**config.mk**
```make
export PLATFORM = sky130hd
export DESIGN_NAME = fpmd_div_step
export DESIGN_NICKNAME = d
export VERILOG_FILES = /design/src/hdl/fpmd_pkg.sv /design/src/hdl/fpmd_div_step.sv
export SDC_FILE = /design/constraint.sdc
export NUM_CORES = 1
export LEC_CHECK = 0
export ABC_AREA = 1
export BUFFER_PORTS_ARGS = -buffer_cell sky130_fd_sc_hd__buf_2
export CAP_MARGIN = 20
export CORE_MARGIN = 8
export CORE_UTILIZATION = 35
export CTS_BUF_LIST = sky130_fd_sc_hd__clkbuf_8
export DETAILED_ROUTE_END_ITERATION = 16
export HOLD_SLACK_MARGIN = 0.05
export PLACE_DENSITY = 0.62
export RECOVER_POWER = 50
export SLEW_MARGIN = 20
export SYNTH_ARGS = -nofsm -noshare
export SYNTH_HDL_FRONTEND = slang
export SYNTH_SLANG_ARGS = --single-unit
```
**constraint.sdc**
```tcl
create_clock -name clk -period 2.1 [get_ports clk]
set_input_delay 0 -clock clk [delete_from_list [all_inputs] [get_ports clk]]
set_output_delay 0 -clock clk [all_outputs]
set_load 0.02 [all_outputs]
```
**src/hdl/fpmd_pkg.sv**
```systemverilog
// Shared constants and types for the fixed-point multiply/divide unit.
package fpmd_pkg;

	localparam int FRAC_BITS_DEF = 16;
	localparam int WORD_BITS_DEF = 32;

	localparam logic KIND_MUL = 1'b0;
	localparam logic KIND_DIV = 1'b1;

	// per-transaction control that rides along the pipeline
	typedef struct packed {
		logic kind;
		logic neg;
		logic sat;
	} ctl_t;

endpackage

```
**src/hdl/fpmd_div_step.sv**
```systemverilog
// One restoring-division stage: retires one quotient bit per transaction.
module fpmd_div_step #(
	parameter int WORD_BITS = fpmd_pkg::WORD_BITS_DEF,
	parameter int QUO_BITS  = 2 * fpmd_pkg::FRAC_BITS_DEF - 2
) (
	input  logic                 clk,
	input  logic                 arst_n,
	input  logic                 en,
	input  logic                 v_in,
	input  fpmd_pkg::ctl_t       ctl_in,
	input  logic [WORD_BITS-1:0] mul_in,
	input  logic [WORD_BITS:0]   mb_in,
	input  logic [WORD_BITS:0]   rem_in,
	input  logic [QUO_BITS-1:0]  dvd_in,
	output logic                 v_out,
	output fpmd_pkg::ctl_t       ctl_out,
	output logic [WORD_BITS-1:0] mul_out,
	output logic [WORD_BITS:0]   mb_out,
	output logic [WORD_BITS:0]   rem_out,
	output logic [QUO_BITS-1:0]  dvd_out
);

	logic [WORD_BITS+1:0] rem_ext;
	logic [WORD_BITS+2:0] diff;
	logic                 qbit;
	logic [WORD_BITS:0]   rem_nxt;
	logic [QUO_BITS-1:0]  dvd_nxt;

	logic                 v_sd;
	fpmd_pkg::ctl_t       ctl_sd;
	logic [WORD_BITS-1:0] mul_sd;
	logic [WORD_BITS:0]   mb_sd;
	logic [WORD_BITS:0]   rem_sd;
	logic [QUO_BITS-1:0]  dvd_sd;

	// shift in the next dividend bit, subtract if it fits
	assign rem_ext = {rem_in, dvd_in[QUO_BITS-1]};
	assign diff    = {1'b0, rem_ext} - {2'b00, mb_in};
	assign qbit    = ~diff[WORD_BITS+2];
	assign rem_nxt = qbit ? diff[WORD_BITS:0] : rem_ext[WORD_BITS:0];
	// dividend bits leave at the top, quotient bits enter at the bottom
	assign dvd_nxt = {dvd_in[QUO_BITS-2:0], qbit};

	always_ff @(posedge clk or negedge arst_n) begin
		if (!arst_n) begin
			v_sd <= 1'b0;
		end else if (en) begin
			v_sd <= v_in;
		end
	end

	always_ff @(posedge clk) begin
		if (en) begin
			ctl_sd <= ctl_in;
			mul_sd <= mul_in;
			mb_sd  <= mb_in;
			rem_sd <= rem_nxt;
			dvd_sd <= dvd_nxt;
		end
	end

	assign v_out   = v_sd;
	assign ctl_out = ctl_sd;
	assign mul_out = mul_sd;
	assign mb_out  = mb_sd;
	assign rem_out = rem_sd;
	assign dvd_out = dvd_sd;

endmodule

```
==> flow_summary.yaml, run 1 <==
run_status:
  status: "complete, but fails checks"
  violations: "negative setup slack"
finish:
  fillers: 1871
  fin_util: 0.543
  area_delta_synth_final_pct: 52.0
  fin_cells: 1522
  postLayoutCellArea_um2: 11000
  diodes: 0
  drive_gt1_frac: 0.258
  num-nets-final: 1408
  multi_input_area_um2: 2890
  seq_area_um2: 3960
global_route:
  grt_antenna_before_repair: 0
  overflow: 0
  grt_start_max_net_pins: 45
  grt_pass1_wl_um: 38200
  gr-usage-all-layers: 0.190
  first_global_vias: 7091
worst_hold_path:
  holdPathEnd: "rem_out[0]"
  hold_depth: 6
  hp-class: "in -> reg"
  hold_start: "dvd_in[29]"
critical_path:
  worstSetupPathType: "in -> reg"
  rrSetupSlack_ns: 1.32
  crit_fanout: 6
  r2r-end: "v_out"
  arrival_ns: 2.31
  reg2reg_from: "v_out"
  reg2regPathDepth: 1
  crit_path_start_kind: "primary input"
  endpoint_kind: "flop"
  cp.required_ns: 2.31
routing:
  wirelength_um: 25600
  vias_per_cell: 4.50
  ant_nets: 0
  drc_errors: 0
  vias: 6849
  drt-initial-drc-count: 357
  wl_per_cell_um: 16.8
  drt_pass1_iterations: 5
placement:
  place.gp.congestion: 0.867
  dp_cells: 1344
  hpwl_um: 18100
  place_area_um2: 8990
  numPortBuffers: 266
sta:
  timing.final.ws_setup_ns: -0.00146
  setup_violations: 1
  fin_skew_ns: 0
  worst_pin_slew_ns: 1.24
  hold_slack_ns: 0.156
  rsz0062_at_grt: "yes"
  max_slew_margin: 0.171
  final-hold-violation-count: 0
  min_period_ns: 2.10
  min_period_over_period: 1.00
  drv_slew: 0
  fmax_ghz: 0.476
die:
  row_count: 52
  coreArea_um2: 20200
  io_pins: 267
  die_x_um: 160
  start_util: 0.357
  die_area_um2: 25500
  chipHeight_um: 160
synthesis:
  ys_warn_count: 0
  syn_area_um2: 7230
  netlist_top_cells_area: "edfxtp_1 54%, nand2_1 15%, inv_1 7.7%, ha_1 5.7%, nand3_1 4.1%"
  yosys_most_used_dff: "edfxtp_1"
  synth_area_per_cell_um2: 9.04
  synthCells: 800
  ys_ff_latch: 132
  post-synth-top-area-cell: "edfxtp_1"
  netlist.area_leader.share: 0.544
  synth_cell_types: 32
  syn-num-nets: 969
  synth_edf_count: 131
  synth-seq-area-share: 0.547
  ys_async_sr_fraction: 0.00758
power:
  power_leakage_uw: 0.00527
  p_per_area_nw_per_um2: 672
  ir_drop_mv: 0.358
cts:
  cts.sinks: 132
  clk_latency_ns: 0.45
  clkSlewWorstSetupHoldPaths_ns: 0.09
  cts_buffer_depth: 2
  cts_htree_levels: 4
  cts_made_buffers: 17
  cts_root_buf: "clkbuf_8"
  cts_tree: "done"
run:
  drv_cap: 0
-- worst max-delay path, stage by stage --
cell           delay, ns
dlygate4sd3_1       0.54
buf_2               0.13
inv_1               0.05
ha_1                0.37
nand2_1             0.14
nor2_2              0.20
nand2_2             0.13
nor2_4              0.23
nand2_8             0.17
buf_6               0.20
nand3_1             0.08
nand2_1             0.06
-- Yosys cell counts, types with 2 or more instances --
cell,n
xor2_1,13
inv_2,3
inv_1,148
nand2_4,2
o21bai_1,2
nand3_2,11
nor2_2,3
nor2_1,40
ha_1,33
edfxtp_1,131
or2_2,3
nand3_1,59
buf_6,2
a21oi_1,19
nand3b_1,8
nand2_1,282
and2_1,12
nand2_2,3
nor3_1,3
nand4_1,6
buf_2,6
-- what timing repair did --
action / 4_1_cts / 5_1_grt
hold buffers: 134 / 0
gates resized for setup: 0 / 52
setup buffers: 0 / 4
endpoints found under the hold margin: 170 / 0
setup endpoints to repair: 0 / 33
-- area by class of cell --
type,instances,share of cell area
Clock buffer,17,0.0213
Clock inverter,15,0.0134
Inverter,151,0.0516
Multi-Input combinational cell,513,0.263
Sequential cell,132,0.360
Tap cell,270,0.0307
Timing Repair Buffer,424,0.260
-- registers in the layout, summed over array words and instances (netlist names) --
register,cells
mb_out,33
rem_out,33
mul_out,32
dvd_out,30
ctl_out,3
v_out,1
-- stage by stage --
step / power (uW) / setup TNS, ns / setup WS (ns)
floorplan: 4400 / 0 / 0.469
global placement: 5080 / 0 / 0.0609
detailed placement: 5090 / 0 / 0.0334
CTS: 7400 / 0 / 0.0117
global route: 7790 / -0.625 / -0.0494
finish: 7390 / -0.00146 / -0.00146
-- power breakdown --
group	leakage, uW	switching [uW]	internal, uW
logic	0.00379	1270	775
registers	0.00129	71.3	3200
clock network	0.000188	1200	870
total	0.00527	2540	4850
-- how the worst max path moves through the flow --
stage / startpoint / to / slack [ns] / cells after the start
2_1_floorplan: dvd_in[29] / rem_out[31] / 0.47 / 13
3_3_place_gp: mb_in[19] / rem_out[18] / 0.06 / 13
3_5_place_dp: dvd_in[29] / rem_out[20] / 0.03 / 15
4_1_cts: mb_in[13] / rem_out[18] / 0.01 / 17
5_1_grt: mb_in[22] / rem_out[11] / -0.05 / 12
6_report: mb_in[18] / rem_out[3] / -0.001 / 12
-- layer usage --
layer / wire, um / track usage / up-vias
met2: 12600 / 0.333 / 261
met5: 0 / 0 / -
met1: 10800 / 0.225 / 3120
met4: 497 / 0.0592 / 0
li1: - / - / 3439
met3: 1700 / 0.0460 / 29
-- cell families (layout without fill, tap and decap cells) --
logic type,count (synthesis),in the layout,synth area share
and+or+nand+nor,436,441,0.269
buffers and inverters,160,607,0.0884
DFF,132,132,0.547
adders and majority gates,34,34,0.0599
AOI/OAI and AO/OA,23,23,0.0171
xor gates and xnor gates,14,14,0.0170
muxes,1,1,0.00156
-- cell usage in the layout, fill, tap and decap left out, types with 3 or more instances in the layout --
cell,count
dlygate4sd3_1,134
inv_1,145
nor2_2,5
buf_6,4
buf_4,14
ha_1,24
nand4_1,6
clkinv_4,5
buf_12,3
nand2_1,269
inv_8,3
inv_2,6
ha_2,5
nand3_1,59
clkbuf_8,17
a21oi_1,19
ha_4,4
or2_2,3
nand3_2,11
nand2_8,6
edfxtp_1,131
nand2_2,16
nor2_1,32
and2_1,12
clkbuf_1,69
nor2_4,7
xor2_1,13
buf_2,196
nand3b_1,8
nor3_1,3
No activity file was read; power rests on OpenSTA's default activity.
==> run 2: changes to the inputs <==
Settings changed: CORE_MARGIN 8 to default, PLACE_DENSITY 0.62 to default, PLACE_DENSITY_LB_ADDON from default to 0.12.
==> flow_summary.yaml, run 2 (synthesized netlist as in run 1, its figures left out) <==
sta:
  fmax_ghz: 0.480
  min_period_ns: 2.08
  final-hold-violation-count: 0
  fin_tns_setup_ns: 0
  fin_skew_ns: 0
  min_period_over_period: 0.992
  hold_slack_ns: 0.180
  rsz0062_at_grt: "yes"
  worst_pin_slew_ns: 1.16
  timing.final.ws_setup_ns: 0.0161
  max_slew_margin: 0.227
  setup_violations: 0
  drv_slew: 0
critical_path:
  crit_path_start_kind: "primary input"
  arrival_ns: 2.29
  cp-startpoint: "mb_in[25]"
  endpoint_kind: "flop"
  critPathMostFrequentCell: "nand2_1"
  reg2regPathDepth: 1
  crit_chain: "dlygate4sd3_1, buf_2, inv_1, ha_1, nand2_1, inv_1, nand2_1, nand2_1, a21oi_2, nor2_4, nor2_8, buf_12, nand2_4, nand3_2, nand2_1"
  critPathMaxStageDelay_ns: 0.53
  cp.depth: 15
  rrSetupSlack_ns: 1.36
  crit_fanout: 9
  cp.required_ns: 2.31
  crit_end: "rem_out[24]"
  worstSetupPathType: "in -> reg"
  crit_path_top_delay_cell: "dlygate4sd3_1"
  r2r-end: "v_out"
  critPathBufInv: 5
  reg2reg_from: "v_out"
  critPathTopFamily: "buffers and inverters"
finish:
  num-nets-final: 1397
  final_common_cell: "nand2_1"
  diodes: 0
  area_delta_synth_final_pct: 49.7
  fin_cells: 1511
  layout_common_cells: "276 x nand2_1, 193 x buf_2, 148 x inv_1"
  drive_gt1_frac: 0.243
global_route:
  gr-usage-all-layers: 0.209
  grt_pass1_wl_um: 34500
  grt_start_max_net_pins: 54
  grt_antenna_before_repair: 0
  overflow: 0
  first_global_vias: 6549
die:
  chipHeight_um: 146
  coreArea_um2: 20200
  die_area_um2: 21200
  start_util: 0.357
  die_x_um: 146
  io_pins: 267
  row_count: 52
routing:
  met3WireLength_um: 1130
  vias: 6660
  wirelength_um: 22700
  drt_pass1_iterations: 5
  vias_per_cell: 4.41
  m1WireLength_um: 10000
  drt-initial-drc-count: 348
  routed.top_layer: "met4"
  wl_per_cell_um: 15.0
  ant_nets: 0
  dr_wl_met2_um: 11300
  drc_errors: 0
placement:
  place.gp.congestion: 0.851
  numPortBuffers: 266
  pre_cts_ws_ns: 0.0605
  dp_cells: 1340
  hpwl_um: 16100
cts:
  cts.sinks: 132
  cts_buffer_depth: 2
  cts_tree: "done"
  clk_latency_ns: 0.44
  cts_made_buffers: 17
  clkSlewWorstSetupHoldPaths_ns: 0.09
  cts_htree_levels: 4
  cts_root_buf: "clkbuf_8"
power:
  p_clk_frac: 0.301
  pwr-share-seq: 0.435
  power_leakage_uw: 0.00519
  p_int_uw: 5050
  combPwrFrac: 0.264
  p_per_area_nw_per_um2: 695
  ir_drop_mv: 0.354
  p_sw_uw: 2480
  p_sw_frac: 0.329
worst_hold_path:
  hp-class: "in -> reg"
run_status:
  status: "finished clean"
run:
  drv_cap: 0
[run 2: changes by cell type in the layout (fill, tap and decap cells not counted), moves of 4 or more]
cell / change
nand2_1: +7
nand2_2: -7
buf_4: -5
nor2_4: -4
clkinv_4: -5
[run 2: metal layers]
layer | vias up | GRT usage
li1 | 3405 | -
met4 | 0 | 0.0532
met1 | 3015 | 0.262
met5 | - | 0
met3 | 20 | 0.0404
met2 | 220 | 0.370
[run 2: timing repair]
item / CTS / global route
setup endpoints to repair: 0 / 33
buffers inserted: 0 / 2
hold buffers: 134 / 0
gates resized for setup: 0 / 38
endpoints found under the hold margin: 169 / 0
[run 2: through the flow]
stage / area, um2 / utilization / total power, uW
floorplan: 7230 / - / 4400
global placement: 8940 / 0.442 / 5070
detailed placement: 8940 / 0.442 / 5070
CTS: 10700 / 0.528 / 7550
global route: 10800 / 0.535 / 7910
finish: 10800 / 0.535 / 7530
[run 2: worst min-delay path by stage]
stage,startpoint,end,slack [ns],cells after the start
detailed placement,arst_n,v_out,-0.22,1
CTS,dvd_in[29],rem_out[0],0.16,6
global placement,arst_n,v_out,-0.22,1
global route,dvd_in[29],rem_out[0],0.20,6
finish,dvd_in[29],rem_out[0],0.18,6
floorplan,arst_n,v_out,-0.30,0
[run 2: final cells by class]
| type | count | area [um2] |
|---|---|---|
| Fill cell | 1940 | 9410 |
| Timing Repair Buffer | 415 | 2740 |
| Clock buffer | 17 | 234 |
| Inverter | 151 | 567 |
| Multi-Input combinational cell | 511 | 2820 |
| Tap cell | 270 | 338 |
| Clock inverter | 15 | 171 |
| Sequential cell | 132 | 3960 |
[run 2: power by group through the flow]
| stage | clock network (uW) | logic (uW) | registers (uW) |
|---|---|---|---|
| floorplan | 0 | 728 | 3670 |
| global placement | 0 | 1750 | 3320 |
| detailed placement | 0 | 1750 | 3320 |
| CTS | 2330 | 1950 | 3270 |
| global route | 2430 | 2180 | 3300 |
| finish | 2270 | 1990 | 3270 |
